## config.mk

```make
export PLATFORM = sky130hd
export DESIGN_NAME = memory_lcd_update_framer_flat
export DESIGN_NICKNAME = d
export VERILOG_FILES = /design/src/rtl/mlf_pkg.sv /design/src/rtl/mlf_req_if.sv /design/src/rtl/mlf_spi_if.sv /design/src/rtl/mlf_framer.sv /design/src/rtl/mlf_drain.sv /design/src/rtl/memory_lcd_update_framer.sv /design/src/flat_wrapper.sv
export VERILOG_INCLUDE_DIRS = /design/src /design/src/rtl
export SDC_FILE = /design/constraint.sdc
export NUM_CORES = 1
export LEC_CHECK = 0
export BUFFER_PORTS_ARGS = -buffer_cell sky130_fd_sc_hd__buf_2
export CORE_ASPECT_RATIO = 0.75
export CORE_MARGIN = 3
export CORE_UTILIZATION = 50
export DETAILED_ROUTE_END_ITERATION = 6
export PLACE_DENSITY = 0.71
export SETUP_SLACK_MARGIN = 0.1
export SYNTH_ARGS = -nofsm -noshare
export SYNTH_HDL_FRONTEND = slang
export SYNTH_HIERARCHICAL = 1
export SYNTH_SLANG_ARGS = --single-unit
```

## constraint.sdc

```tcl
create_clock -name clk -period 5.3 [get_ports clk]
set_clock_uncertainty 0.15 [all_clocks]
set_input_delay 0.265 -clock clk [delete_from_list [all_inputs] [get_ports clk]]
set_output_delay 0.265 -clock clk [all_outputs]
set_load 0.01 [all_outputs]
```

## src/rtl/memory_lcd_update_framer_macros.svh

```systemverilog
// ----------------------------------------------------------------------------
// memory lcd update framer assertion macros
// shared concurrent assertion forms, clocked on clk with arst_n as disable
// ----------------------------------------------------------------------------
`ifndef MEMORY_LCD_UPDATE_FRAMER_MACROS_SVH
`define MEMORY_LCD_UPDATE_FRAMER_MACROS_SVH

// same-cycle implication
`define MLF_ASSERT_NOW(label, ante, cons) \
	label: assert property (@(posedge clk) disable iff (!arst_n) (ante) |-> (cons)) \
		else $error("framer assertion failed");

// next-cycle implication
`define MLF_ASSERT_NEXT(label, ante, cons) \
	label: assert property (@(posedge clk) disable iff (!arst_n) (ante) |=> (cons)) \
		else $error("framer assertion failed");

`endif

```

## src/rtl/mlf_pkg.sv

```systemverilog
// ----------------------------------------------------------------------------
// mlf_pkg
// constants, types and helpers shared by the memory lcd update framer
// ----------------------------------------------------------------------------
package mlf_pkg;

	localparam int LINES          = 128;
	localparam int BYTES_PER_LINE = 48;

	// single-byte lines put mode, address, data and two trailer bytes in one go
	localparam int MAX_RESULTS = (BYTES_PER_LINE == 1) ? 5 : 3;
	localparam int IDX_W       = $clog2(MAX_RESULTS);
	localparam int CNT_W       = $clog2(MAX_RESULTS + 1);

	localparam logic [1:0] REQ_DATA     = 2'd0;
	localparam logic [1:0] REQ_CLEAR    = 2'd1;
	localparam logic [1:0] REQ_MAINTAIN = 2'd2;

	localparam logic [7:0] MODE_WRITE    = 8'h01;
	localparam logic [7:0] MODE_CLEAR    = 8'h04;
	localparam logic [7:0] MODE_MAINTAIN = 8'h00;

	// words caused by one request, in send order
	typedef struct packed {
		logic [MAX_RESULTS-1:0][7:0] bytes;
		logic [MAX_RESULTS-1:0]      ends;
		logic [CNT_W-1:0]            count;
	} word_list_t;

	function automatic logic [7:0] rev8(input logic [7:0] v);
		logic [7:0] r;
		for (int k = 0; k < 8; k++) begin
			r[k] = v[7-k];
		end
		return r;
	endfunction

endpackage

```

## src/rtl/mlf_req_if.sv

```systemverilog
// ----------------------------------------------------------------------------
// mlf_req_if
// request channel: one frame data byte or one command per word
// ----------------------------------------------------------------------------
interface mlf_req_if;
	logic       valid;
	logic       ready;
	logic [1:0] req_type;
	logic [7:0] pixel_byte;

	modport source(output valid, output req_type, output pixel_byte, input ready);
	modport sink(input valid, input req_type, input pixel_byte, output ready);
endinterface

```

## src/rtl/mlf_spi_if.sv

```systemverilog
// ----------------------------------------------------------------------------
// mlf_spi_if
// serial byte channel: one wire-order byte per word
// ----------------------------------------------------------------------------
interface mlf_spi_if;
	logic       valid;
	logic       ready;
	logic [7:0] spi_byte;
	logic       transfer_end;
	logic       last;

	modport source(output valid, output spi_byte, output transfer_end, output last,
		input ready);
	modport sink(input valid, input spi_byte, input transfer_end, input last,
		output ready);
endinterface

```

## src/rtl/mlf_framer.sv

```systemverilog
// ----------------------------------------------------------------------------
// mlf_framer
// frame position and vcom state, builds the word list for one request
// ----------------------------------------------------------------------------
module mlf_framer (
	input  logic                 clk,
	input  logic                 arst_n,
	input  logic                 take,
	input  logic [1:0]           req_type,
	input  logic [7:0]           pixel_byte,
	output mlf_pkg::word_list_t  list
);

	logic       vcom_q;
	logic [7:0] line_q;
	logic [5:0] bil_q;

	logic       vcom_d;
	logic [7:0] line_d;
	logic [5:0] bil_d;
	logic       vcom_t;
	logic [6:0] bil_inc;
	logic [8:0] line_inc;
	logic [mlf_pkg::CNT_W-1:0] n;

	always_comb begin
		vcom_d   = vcom_q;
		line_d   = line_q;
		bil_d    = bil_q;
		vcom_t   = ~vcom_q;
		bil_inc  = {1'b0, bil_q} + 7'd1;
		line_inc = {1'b0, line_q} + 9'd1;
		n        = '0;
		list     = '0;
		case (req_type)
			mlf_pkg::REQ_DATA: begin
				if (line_q == 8'd0 && bil_q == 6'd0) begin
					vcom_d = vcom_t;
				end
				if (bil_q == 6'd0) begin
					list.bytes[n[mlf_pkg::IDX_W-1:0]] =
						mlf_pkg::rev8(mlf_pkg::MODE_WRITE | {6'd0, vcom_d, 1'b0});
					n = n + 1'b1;
					list.bytes[n[mlf_pkg::IDX_W-1:0]] = mlf_pkg::rev8(line_inc[7:0]);
					n = n + 1'b1;
				end
				list.bytes[n[mlf_pkg::IDX_W-1:0]] = mlf_pkg::rev8(pixel_byte);
				n     = n + 1'b1;
				bil_d = bil_inc[5:0];
				if (bil_inc >= 7'(mlf_pkg::BYTES_PER_LINE)) begin
					bil_d  = 6'd0;
					line_d = line_inc[7:0];
					if (line_inc >= 9'(mlf_pkg::LINES)) begin
						line_d = 8'd0;
						// two zero trailer bytes, select released after the second
						list.bytes[n[mlf_pkg::IDX_W-1:0]] = 8'h00;
						n = n + 1'b1;
						list.bytes[n[mlf_pkg::IDX_W-1:0]] = 8'h00;
						list.ends[n[mlf_pkg::IDX_W-1:0]]  = 1'b1;
						n = n + 1'b1;
					end
				end
			end
			mlf_pkg::REQ_CLEAR, mlf_pkg::REQ_MAINTAIN: begin
				vcom_d   = vcom_t;
				line_d   = 8'd0;
				bil_d    = 6'd0;
				list.bytes[0] = mlf_pkg::rev8(((req_type == mlf_pkg::REQ_CLEAR) ?
					mlf_pkg::MODE_CLEAR : mlf_pkg::MODE_MAINTAIN) | {6'd0, vcom_t, 1'b0});
				list.bytes[1] = 8'h00;
				list.ends[1]  = 1'b1;
				n = mlf_pkg::CNT_W'(2);
			end
			default: begin
				// unused request code: no words, state kept
			end
		endcase
		list.count = n;
	end

	always_ff @(posedge clk or negedge arst_n) begin
		if (!arst_n) begin
			vcom_q <= 1'b0;
			line_q <= 8'd0;
			bil_q  <= 6'd0;
		end else if (take) begin
			vcom_q <= vcom_d;
			line_q <= line_d;
			bil_q  <= bil_d;
		end
	end

endmodule

```

## src/rtl/mlf_drain.sv

```systemverilog
// ----------------------------------------------------------------------------
// mlf_drain
// holds one word list and hands its bytes to the serial channel in order
// ----------------------------------------------------------------------------
`include "memory_lcd_update_framer_macros.svh"

module mlf_drain (
	input  logic                clk,
	input  logic                arst_n,
	input  logic                load,
	input  mlf_pkg::word_list_t list,
	output logic                can_take,
	mlf_spi_if.source           spi
);

	mlf_pkg::word_list_t        list_s1;
	logic                       valid_q;
	logic [mlf_pkg::IDX_W-1:0]  idx_q;
	logic                       at_last;
	logic                       out_take;

	assign at_last  = (mlf_pkg::CNT_W'(idx_q) + 1'b1) == list_s1.count;
	assign out_take = valid_q && spi.ready;
	assign can_take = !valid_q || (out_take && at_last);

	assign spi.valid        = valid_q;
	assign spi.spi_byte     = list_s1.bytes[idx_q];
	assign spi.transfer_end = list_s1.ends[idx_q];
	assign spi.last         = at_last;

	always_ff @(posedge clk or negedge arst_n) begin
		if (!arst_n) begin
			valid_q <= 1'b0;
			idx_q   <= '0;
		end else if (can_take) begin
			valid_q <= load;
			idx_q   <= '0;
		end else if (out_take) begin
			idx_q <= idx_q + 1'b1;
		end
	end

	always_ff @(posedge clk) begin
		if (can_take && load) begin
			list_s1 <= list;
		end
	end

	`MLF_ASSERT_NOW(a_count_nonzero, valid_q, list_s1.count != '0)
	`MLF_ASSERT_NOW(a_idx_in_list, valid_q, mlf_pkg::CNT_W'(idx_q) < list_s1.count)
	`MLF_ASSERT_NEXT(a_mid_list_holds, out_take && !at_last, valid_q)
	`MLF_ASSERT_NOW(a_take_needs_drain, valid_q && can_take, spi.ready && at_last)

endmodule

```

## src/rtl/memory_lcd_update_framer.sv

```systemverilog
// ----------------------------------------------------------------------------
// memory_lcd_update_framer
// turns frame buffer bytes and clear / maintain commands into memory lcd bytes
// ----------------------------------------------------------------------------
//  channel  dir  payload                          word
//  req      in   req_type, pixel_byte             one request
//  spi      out  spi_byte, transfer_end, last     one wire-order byte
//
//  a request is decoded in the cycle it is taken; its one to three bytes
//  (five with single-byte lines) sit in a list register and leave one a cycle
//  a new request is taken in the cycle the last byte of the held list leaves,
//  or while the list register is empty; one that makes no bytes is dropped
//  reset clears vcom, line and byte counters and empties the list register
//  a stall on spi holds the current byte and, once the list is full, req
//  the list register is the only buffer between the two sides
// ----------------------------------------------------------------------------
module memory_lcd_update_framer (
	input  logic       clk,
	input  logic       arst_n,
	mlf_req_if.sink    req,
	mlf_spi_if.source  spi
);

	mlf_pkg::word_list_t list;
	logic                can_take;
	logic                take;

	// request accepted when the list register is free or emptying this cycle
	assign req.ready = can_take;
	assign take      = req.valid && can_take;

	// frame position, vcom level and per-request byte list
	mlf_framer u_framer (
		.clk        (clk),
		.arst_n     (arst_n),
		.take       (take),
		.req_type   (req.req_type),
		.pixel_byte (req.pixel_byte),
		.list       (list)
	);

	// unused request codes make an empty list and are simply dropped
	mlf_drain u_drain (
		.clk      (clk),
		.arst_n   (arst_n),
		.load     (take && (list.count != '0)),
		.list     (list),
		.can_take (can_take),
		.spi      (spi)
	);

endmodule
```

## src/flat_wrapper.sv

```systemverilog
// flat-port wrapper written by rule: the top's interface ports become plain ports
module memory_lcd_update_framer_flat 
  (clk, arst_n, req_valid, req_req_type, req_pixel_byte, req_ready, spi_valid, spi_spi_byte, spi_transfer_end, spi_last, spi_ready);
  mlf_req_if req_i ();
  mlf_spi_if spi_i ();
  input  logic clk;
  input  logic arst_n;
  input wire logic [$bits(req_i.valid)-1:0] req_valid;
  input wire logic [$bits(req_i.req_type)-1:0] req_req_type;
  input wire logic [$bits(req_i.pixel_byte)-1:0] req_pixel_byte;
  output wire logic [$bits(req_i.ready)-1:0] req_ready;
  output wire logic [$bits(spi_i.valid)-1:0] spi_valid;
  output wire logic [$bits(spi_i.spi_byte)-1:0] spi_spi_byte;
  output wire logic [$bits(spi_i.transfer_end)-1:0] spi_transfer_end;
  output wire logic [$bits(spi_i.last)-1:0] spi_last;
  input wire logic [$bits(spi_i.ready)-1:0] spi_ready;
  assign req_i.valid = req_valid;
  assign req_i.req_type = req_req_type;
  assign req_i.pixel_byte = req_pixel_byte;
  assign req_ready = req_i.ready;
  assign spi_valid = spi_i.valid;
  assign spi_spi_byte = spi_i.spi_byte;
  assign spi_transfer_end = spi_i.transfer_end;
  assign spi_last = spi_i.last;
  assign spi_i.ready = spi_ready;
  memory_lcd_update_framer u_core (.clk(clk), .arst_n(arst_n), .req(req_i), .spi(spi_i));
endmodule
```

==> results_dict.tcl, run 1 <==
set metrics [dict create \
    postLayoutCellArea_sq_mm 0.00288 \
    pwr-share-comb 0.299 \
    ff2ff_setup_slack_ps 2000 \
    stdcell_count 332 \
    power_density_mw_per_mm2 419 \
    port_buffers 25 \
    p_clk_frac 0.225 \
    status "completed" \
    crit_required_ps 5120 \
    fin_crit_sh 0.623 \
    max_freq_mhz 303 \
    area_delta_synth_final_pct 11.2 \
    peakVddDrop_uv 148 \
    seqPwrFrac 0.476 \
    postRouteAntennaNets 0 \
    avgRoutedWirePerCell_um 15.0 \
    dp_hpwl_um 3550 \
    grt_use_total 0.180 \
    cts_made_buffers 5 \
    maxCapViolations 0 \
    setup_ws_ps 2000 \
    start_kind "flip-flop" \
    placed_cells 323 \
    crit_buf_inv 2 \
    path_cells "nand3_4, nor3_4, mux2_2, ha_1, nor3_1, o21ai_1, a21oi_1, o211a_1, inv_1, a31oi_2, buf_4" \
    synth.distinct_cells 57 \
    dieArea_sq_mm 0.00609 \
    syn-cell-area_sq_mm 0.00259 \
    cts_buffer_depth 2 \
    die_w_um 89.1 \
    final_cell_mix "31 x nand2_1, 29 x edfxtp_1, 25 x buf_2, 18 x dfrtp_1, 16 x nor2_1" \
    final_common_cell "nand2_1" \
    tightest_slew_ps 690 \
    cts_tree "yes" \
    path_max_fanout 29 \
    hold_viol_final 0 \
    power_w 0.00121 \
    gp_congestion 0.917 \
    ys_ff_latch 47 \
    htreeDepth 2 \
    ys_seq_area_frac 0.510 \
    grt_antenna_before_repair 0 \
    drt-initial-drc-count 111 \
    final.min_clock_period_ps 3300 \
    p_int_w 0.000768 \
    vias_per_cell 5.66 \
    clk_latency_ps 300 \
    synthArstFlopShare 0.383 \
    die_y_um 68.3 \
    crit_family "compound AO/OA/AOI/OAI gates" \
    synthCells 248 \
    clk_pin_slew_ps 90 \
    dp_slack_ps 2030 \
    rsz0062_at_grt "no" \
    io_pins 26 \
    num_antenna_cells 0 \
    grt_pass1_vias 1701 \
    numClockSinks 47 \
    swShare 0.364 \
    nets 293 \
    core_region_area_sq_mm 0.00495 \
    maxSlewHeadroom 0.540 \
    start_util 0.522 \
    tns_ps 0 \
    rows 22 \
    post_cts_resized 0 \
    reg2reg_depth 11 \
    cp-end-kind "flip-flop" \
    path_depth 11 \
    critPathArrivalTime_ps 3120 \
    slew_violations 0 \
    grt_max_degree 30 \
    synthesis.nets 270 \
    via_count 1878 \
    place_area_sq_mm 0.00275 \
    leakagePower_nw 1.18 \
    drc 0 \
    holdPathStages 2 \
    setup_viol 0 \
    first_pass_iters 4 \
    drive_gt1_frac 0.180 \
    synth_edf_count 29 \
    holdCritPathClass "in -> reg" \
    grt-ovfl-total 0 \
    cp_slowest_cell "dfrtp_1" \
    post-cts-setup-buffers 0 \
    synth.avg_cell_area_sq_um 10.4 \
    wirelength_um 4980 \
    synth_ff_type "edfxtp_1" \
    max_stage_delay_ps 480 \
    grt_pass1_wl_um 8290 \
    ctsRootBufferMaster "clkbuf_8" \
    p_sw_w 0.000439 \
    crit_type "reg -> reg" \
    synth_warnings 6 \
]
worst paths after layout:
kind / end / start
max in group asynchronous: u_core/u_framer/line_q[0]$_DFFE_PN0P_ / arst_n
min in group asynchronous: u_core/u_framer/bil_q[5]$_DFFE_PN0P_ / arst_n
setup reg to reg: u_core/u_drain/list_s1[11]$_DFFE_PP_ / u_core/u_framer/line_q[0]$_DFFE_PN0P_
setup / recovery: u_core/u_drain/list_s1[11]$_DFFE_PP_ / u_core/u_framer/line_q[0]$_DFFE_PN0P_
hold reg to reg: u_core/u_framer/vcom_q$_DFFE_PN0P_ / u_core/u_framer/vcom_q$_DFFE_PN0P_
hold / removal: u_core/u_drain/list_s1[6]$_DFFE_PP_ / req_pixel_byte[6]
stage by stage:
stage               utilization  hold slack [ps]
finish                    0.581             97.2
CTS                       0.581             89.5
global placement          0.556             78.9
global route              0.581             98.1
detailed placement        0.556             77.4
floorplan                     -             -181
Yosys cell counts (all sizes together) (3+ instances only):
master,n,area share
buf,5,0.011
nand2b,3,0.0073
a21oi,10,0.019
o31ai,5,0.016
clkbuf,6,0.0087
o21ai,16,0.031
nand3,7,0.020
ha,8,0.039
or3,3,0.0097
mux2i,12,0.046
nand2,31,0.045
and3,11,0.027
nor2b,4,0.0097
or2,3,0.0082
o22ai,3,0.0073
xnor2,3,0.010
dfrtp,18,0.17
edfxtp,29,0.34
and2,8,0.019
nor2,16,0.023
inv,14,0.020
power groups by stage:
stage | Clock, W | Combinational, W | Sequential (W)
floorplan | 0 | 0.000296 | 0.000530
global placement | 0 | 0.000358 | 0.000578
detailed placement | 0 | 0.000361 | 0.000580
CTS | 0.000278 | 0.000364 | 0.000573
global route | 0.000297 | 0.000410 | 0.000589
finish | 0.000272 | 0.000361 | 0.000574
state kept, by name, summed over array words and instances, names as in the netlist:
signal	cells
u_core/u_framer/bil_q	6
u_core/u_drain/spi.valid	1
u_core/u_framer/line_q	8
u_core/u_drain/list_s1	29
u_core/u_drain/idx_q	2
u_core/u_framer/vcom_q	1
final cells by class:
class	instances	area, sq um
Fill cell	425	2080
Multi-Input combinational cell	176	1170
Inverter	14	52.6
Timing Repair Buffer	27	143
Clock buffer	5	68.8
Clock inverter	3	47.5
Tap cell	60	75.1
Sequential cell	47	1320
timing repair:
item / in CTS / in global routing
hold endpoints to repair: 18 / 0
endpoints found under the setup margin: 0 / 0
hold buffers: 1 / 0
kinds of logic after synthesis:
| logic type | Yosys count | share of synthesized area |
|---|---|---|
| multiplexers | 13 | 0.0508 |
| AO/OA/AOI/OAI | 53 | 0.138 |
| buffers and inverters | 25 | 0.0396 |
| adder cells (fa/ha/maj) | 8 | 0.0387 |
| flip-flops | 47 | 0.510 |
| XOR/XNOR | 5 | 0.0169 |
| AND/OR/NAND/NOR | 97 | 0.206 |
layer usage:
| metal | GRT usage | vias to the layer above | wire length [um] |
|---|---|---|---|
| li1 | - | 938 | - |
| met1 | 0.277 | 889 | 2580 |
| met2 | 0.258 | 46 | 2110 |
| met3 | 0.0373 | 5 | 244 |
| met4 | 0.0465 | 0 | 37 |
| met5 | 0 | - | 0 |
(Power assumes the default switching activity.)
==> inputs of run 2 (changes only) <==
PLACE_DENSITY = 0.74   (was 0.71)
clock period = 2.9 ns   (was 5.3 ns; I/O delays follow)
==> run 2 against run 1 <==
- clock-buffer cell count is the same
- worst hold slack got worse by 91 ps
- global-route usage grew 1.6 points
- clock power up 82%
- sequential share of layout area is 5.0 points lower
- highest routed layer unchanged
- largest cell class unchanged
- critical endpoint is now u_core/u_drain/list_s1[15]$_DFFE_PP_
- via count rose by 9.9%
- setup slack worse by 2000 ps
- final area increased by 12%
- flip-flop and latch count stayed put
- total power is 100% higher
- routed wire length is 17% higher
- sequential power up 70%
==> results_dict.tcl, run 2 (synthesis gave the netlist of run 1 again) <==
set metrics [dict create \
    cts_made_buffers 5 \
    path_depth 13 \
    die_w_um 89.1 \
    holdCritPathClass "in -> reg" \
    tightest_slew_ps 674 \
    grt_antenna_before_repair 0 \
    cp_slowest_cell "dfrtp_2" \
    cp-end-kind "flip-flop" \
    p_clk_frac 0.205 \
    max_stage_delay_ps 460 \
    grt_use_total 0.196 \
    clk_pin_slew_ps 90 \
    seqPwrFrac 0.404 \
    hold_viol_final 0 \
    fin_crit_sh 0.996 \
    cts_tree "yes" \
    p_int_w 0.00155 \
    swShare 0.357 \
    max_freq_mhz 346 \
    drc 0 \
    holdPathStages 2 \
    power_density_mw_per_mm2 746 \
    critPathArrivalTime_ps 2760 \
    slew_violations 0 \
    postRouteAntennaNets 0 \
    power_w 0.00242 \
    path_cells "ha_2, nand2_2, nand2_1, mux2_4, ha_4, nor3_2, o21ai_1, a21oi_2, o211a_1, inv_2, a31oi_4, buf_12, buf_16" \
    regArea_sq_mm 0.00132 \
    p_sw_w 0.000863 \
    die_y_um 68.3 \
    htreeDepth 2 \
    ctsRootBufferMaster "clkbuf_8" \
    drt-initial-drc-count 140 \
    vias_per_cell 5.70 \
    place_area_sq_mm 0.00291 \
    port_buffers 25 \
    reg2reg_depth 13 \
    grt_pass1_wl_um 9060 \
    setup_ws_ps 10.6 \
    postLayoutCellArea_sq_mm 0.00324 \
    crit_buf_inv 3 \
    dp_slack_ps 38.4 \
    largest_registers "u_core/u_drain/list_s1 x29, u_core/u_framer/line_q x8, u_core/u_framer/bil_q x6" \
    gp_congestion 0.872 \
    multi_input_area_sq_mm 0.00122 \
    first_pass_iters 5 \
    start_util 0.522 \
    leakagePower_nw 1.34 \
    avgRoutedWirePerCell_um 16.0 \
    maxSlewHeadroom 0.550 \
    grt_max_degree 19 \
    final_common_cell "nand2_1" \
    nets 323 \
    largest-register "u_core/u_drain/list_s1" \
    status "completed" \
    peakVddDrop_uv 317 \
    wirelength_um 5800 \
    via_count 2063 \
    final_cell_mix "30 x nand2_1, 29 x edfxtp_1, 25 x buf_2, 21 x buf_4, 17 x dfrtp_1" \
    crit_required_ps 2770 \
    io_pins 26 \
    start_kind "flip-flop" \
    core_region_area_sq_mm 0.00495 \
    largest_reg_flops 29 \
    nFillCells 378 \
    grt-ovfl-total 0 \
    rsz0062_at_grt "yes" \
    maxCapViolations 0 \
    drive_gt1_frac 0.275 \
    rows 22 \
    dp_hpwl_um 3910 \
    cts_buffer_depth 2 \
    num_antenna_cells 0 \
    tns_ps 0 \
    setup_viol 0 \
    crit_family "compound AO/OA/AOI/OAI gates" \
    grt_pass1_vias 1882 \
    pwr-share-comb 0.391 \
    area_delta_synth_final_pct 25.0 \
    dieArea_sq_mm 0.00609 \
    crit_type "reg -> reg" \
    final.min_clock_period_ps 2890 \
    path_max_fanout 14 \
    numClockSinks 47 \
    fin_util 0.653 \
    clk_latency_ps 300 \
]
run 2: cell types whose count changed in the layout (fill, tap and decap cells not counted), sizes merged:
cell / previous run / this run
buf: 26 / 51
dlygate4sd3: 1 / 6
run 2: cell type report:
class                      count  share of cell area
clock buffer                   5              0.0213
clock inverter                 3              0.0147
inverter                      14              0.0162
multi-input combinational    176               0.377
sequential                    47               0.409
tap                           60              0.0232
timing repair buffer          57               0.139
run 2: layer usage:
layer  GRT usage  part of all wire  up-vias
li1            -                 -     1006
met5           0                 0        -
met1       0.278              0.46      984
met3      0.0397             0.063        6
met2       0.310              0.47       67
met4      0.0483            0.0076        0
run 2: worst paths after layout:
path	from	to	slack, ps
max in group asynchronous	arst_n	u_core/u_framer/line_q[0]$_DFFE_PN0P_	2100
min in group asynchronous	arst_n	u_core/u_framer/bil_q[1]$_DFFE_PN0P_	170
worst max register to register	u_core/u_framer/line_q[0]$_DFFE_PN0P_	u_core/u_drain/list_s1[15]$_DFFE_PP_	10
worst min-delay path	req_pixel_byte[7]	u_core/u_drain/list_s1[5]$_DFFE_PP_	6
worst min register to register	u_core/u_framer/vcom_q$_DFFE_PN0P_	u_core/u_framer/vcom_q$_DFFE_PN0P_	370
worst max-delay path	u_core/u_framer/line_q[0]$_DFFE_PN0P_	u_core/u_drain/list_s1[15]$_DFFE_PP_	10
run 2: what timing repair did:
action / CTS / global route
buffers inserted: 5 / 3
hold buffers: 6 / 0
pin swaps: 2 / 0
endpoints found under the setup margin: 29 / 29
endpoints found under the hold margin: 23 / 0
cloned: 2 / 0
gates resized for setup: 6 / 2
run 2: through the flow:
| step | hold WS (ps) | cells |
|---|---|---|
| final | 6.36 | 362 |
| after global routing | 7.50 | 362 |
| after CTS | 4.21 | 359 |
| after detailed placement | -33.7 | 338 |
| after global placement | -43.6 | 338 |
| after floorplan | -301 | 248 |
run 2: worst reg2reg max path, delay by kind of cell (launching register included):
kind	cells	cell delay [ps]
AO/OA/AOI/OAI	4	660
buffers and inverters	3	340
AND/OR/NAND/NOR	3	300
adder cells (fa/ha/maj)	2	430
multiplexers	1	290
flip-flops	1	460
run 2: power groups by stage:
stage	Sequential, W	Clock (W)	Combinational (W)
after detailed placement	0.000989	0	0.000838
after global routing	0.000992	0.000535	0.00104
after floorplan	0.000971	0	0.000552
final	0.000975	0.000496	0.000944
after global placement	0.000979	0	0.000821
after CTS	0.000970	0.000502	0.000932
==> inputs of run 3 (changes only) <==
CTS_BUF_LIST = sky130_fd_sc_hd__clkbuf_16   (was default)
PLACE_DENSITY = 0.79   (was 0.74)
==> run 3 against run 2 <==
- flip-flop and latch count unchanged
- clock-buffer cell count did not move
- via count up 1.2%
- sequential power increased by 2.5%
- sequential share of layout area decreased by 0.60 points
- fmax is 1.9% higher
- non-clock buffer count decreased by 1
- combinational power barely moved
- worst hold slack lost 3.6 ps
- critical endpoint is now u_core/u_drain/list_s1[27]$_DFFE_PP_
==> results_dict.tcl, run 3 (synthesis gave the netlist of run 1 again) <==
set metrics [dict create \
    dp_hpwl_um 3850 \
    maxCapViolations 0 \
    numClockSinks 47 \
    status "completed" \
    placed_cells 335 \
    via_count 2088 \
    fin_crit_sh 0.978 \
    final_cell_mix "29 x nand2_1, 29 x edfxtp_1, 25 x buf_2, 24 x buf_4" \
    die_w_um 89.1 \
    grt_pass1_vias 1946 \
    drt-initial-drc-count 166 \
    crit_type "reg -> reg" \
    holdPathStages 2 \
    area_delta_synth_final_pct 27.0 \
    io_pins 26 \
    final.min_clock_period_ps 2830 \
    largest-register "u_core/u_drain/list_s1" \
    grt_use_total 0.217 \
    drc 0 \
    rows 22 \
    num_antenna_cells 0 \
    clk_latency_ps 290 \
    path_depth 12 \
    avgRoutedWirePerCell_um 17.0 \
    grt_antenna_before_repair 0 \
    grt_max_degree 19 \
    peakVddDrop_uv 377 \
    clk_pin_slew_ps 60 \
    port_buffers 25 \
    first_pass_iters 5 \
    stdcell_count 361 \
    grt_pass1_wl_um 9710 \
    nets 322 \
    slew_violations 0 \
    die_y_um 68.3 \
    ctsRootBufferMaster "clkbuf_16" \
    max_freq_mhz 353 \
    hold_ws_ps 2.75 \
    cts_tree "yes" \
    rsz0062_at_grt "yes" \
    cp-end-kind "flip-flop" \
    maxSlewHeadroom 0.524 \
    wirelength_um 6150 \
    path_max_fanout 7 \
    hold_viol_final 0 \
    grt-ovfl-total 0 \
    start_kind "flip-flop" \
    power_density_mw_per_mm2 788 \
    tightest_slew_ps 713 \
    leakagePower_nw 1.38 \
    crit_buf_inv 4 \
    drive_gt1_frac 0.289 \
    cts_made_buffers 5 \
    core_region_area_sq_mm 0.00495 \
    postRouteAntennaNets 0 \
    vias_per_cell 5.78 \
    reg2reg_depth 12 \
    largest_reg_flops 29 \
    htreeDepth 2 \
    largest_registers "u_core/u_drain/list_s1 x29, u_core/u_framer/line_q x8, u_core/u_framer/bil_q x6" \
    holdCritPathClass "in -> reg" \
    start_util 0.522 \
    gp_congestion 0.878 \
    cp_slowest_cell "dfrtp_1" \
    path_cells "inv_1, nor3_4, mux2_4, ha_4, nor3_2, o21ai_1, a21oi_2, o211a_1, inv_2, a31oi_4, buf_6, clkbuf_16" \
    crit_family "compound AO/OA/AOI/OAI gates" \
    setup_viol 0 \
    dieArea_sq_mm 0.00609 \
    max_stage_delay_ps 410 \
    cts_buffer_depth 2 \
    critPathArrivalTime_ps 2690 \
    crit_required_ps 2760 \
]
run 3: path summary, 6_finish.rpt:
path | end | start | slack (ps)
setup reg to reg | u_core/u_drain/list_s1[27]$_DFFE_PP_ | u_core/u_framer/line_q[6]$_DFFE_PN0P_ | 70
setup / recovery | u_core/u_drain/list_s1[27]$_DFFE_PP_ | u_core/u_framer/line_q[6]$_DFFE_PN0P_ | 70
hold / removal | u_core/u_drain/list_s1[8]$_DFFE_PP_ | req_pixel_byte[4] | 3
hold reg to reg | u_core/u_framer/vcom_q$_DFFE_PN0P_ | u_core/u_framer/vcom_q$_DFFE_PN0P_ | 350
min in group asynchronous | u_core/u_drain/idx_q[0]$_DFFE_PN0P_ | arst_n | 180
max in group asynchronous | u_core/u_framer/line_q[0]$_DFFE_PN0P_ | arst_n | 2090
run 3: repair_timing:
item                                   in CTS  in global routing
setup endpoints to repair                  29                 29
pin swaps                                   5                  5
gates resized for setup                     7                  5
hold buffers                                1                  0
endpoints found under the hold margin      18                  0
gates cloned                                2                  1
buffers inserted                           10                  4
run 3: cell type report:
type / instances / area, sq um
repair buffers: 56 / 438
inverters: 14 / 52.6
clock inverters: 3 / 41.3
fillers: 361 / 1670
flip-flops and latches: 47 / 1320
clock buffers: 5 / 125
multi-input cells: 176 / 1230
well taps: 60 / 75.1
run 3: routing by layer:
metal / global-route usage / vias to the layer above / part of all wire
li1: - / 995 / -
met1: 0.300 / 1000 / 0.46
met2: 0.344 / 85 / 0.47
met3: 0.0445 / 8 / 0.066
met4: 0.0688 / 0 / 0.011
met5: 0 / - / 0
run 3: per-stage QoR:
step	power, W	utilization	setup TNS (ps)	area, sq um	setup slack, ps
after floorplan	0.00152	-	-4520	2630	-156
after CTS	0.00254	0.648	0	3210	52.3
after detailed placement	0.00181	0.583	0	2890	54.1
after global routing	0.00275	0.664	-123	3290	-19.2
final	0.00259	0.664	0	3290	65.0
after global placement	0.00178	0.583	0	2890	128
run 3: report_power, final:
group	total (W)	leakage, nW	switching, W	internal (W)
Sequential	0.000999	0.492	0.000143	0.000856
Combinational	0.000947	0.811	0.000505	0.000442
Clock	0.000646	0.0812	0.000242	0.000403
Total	0.00259	1.38	0.000891	0.00170
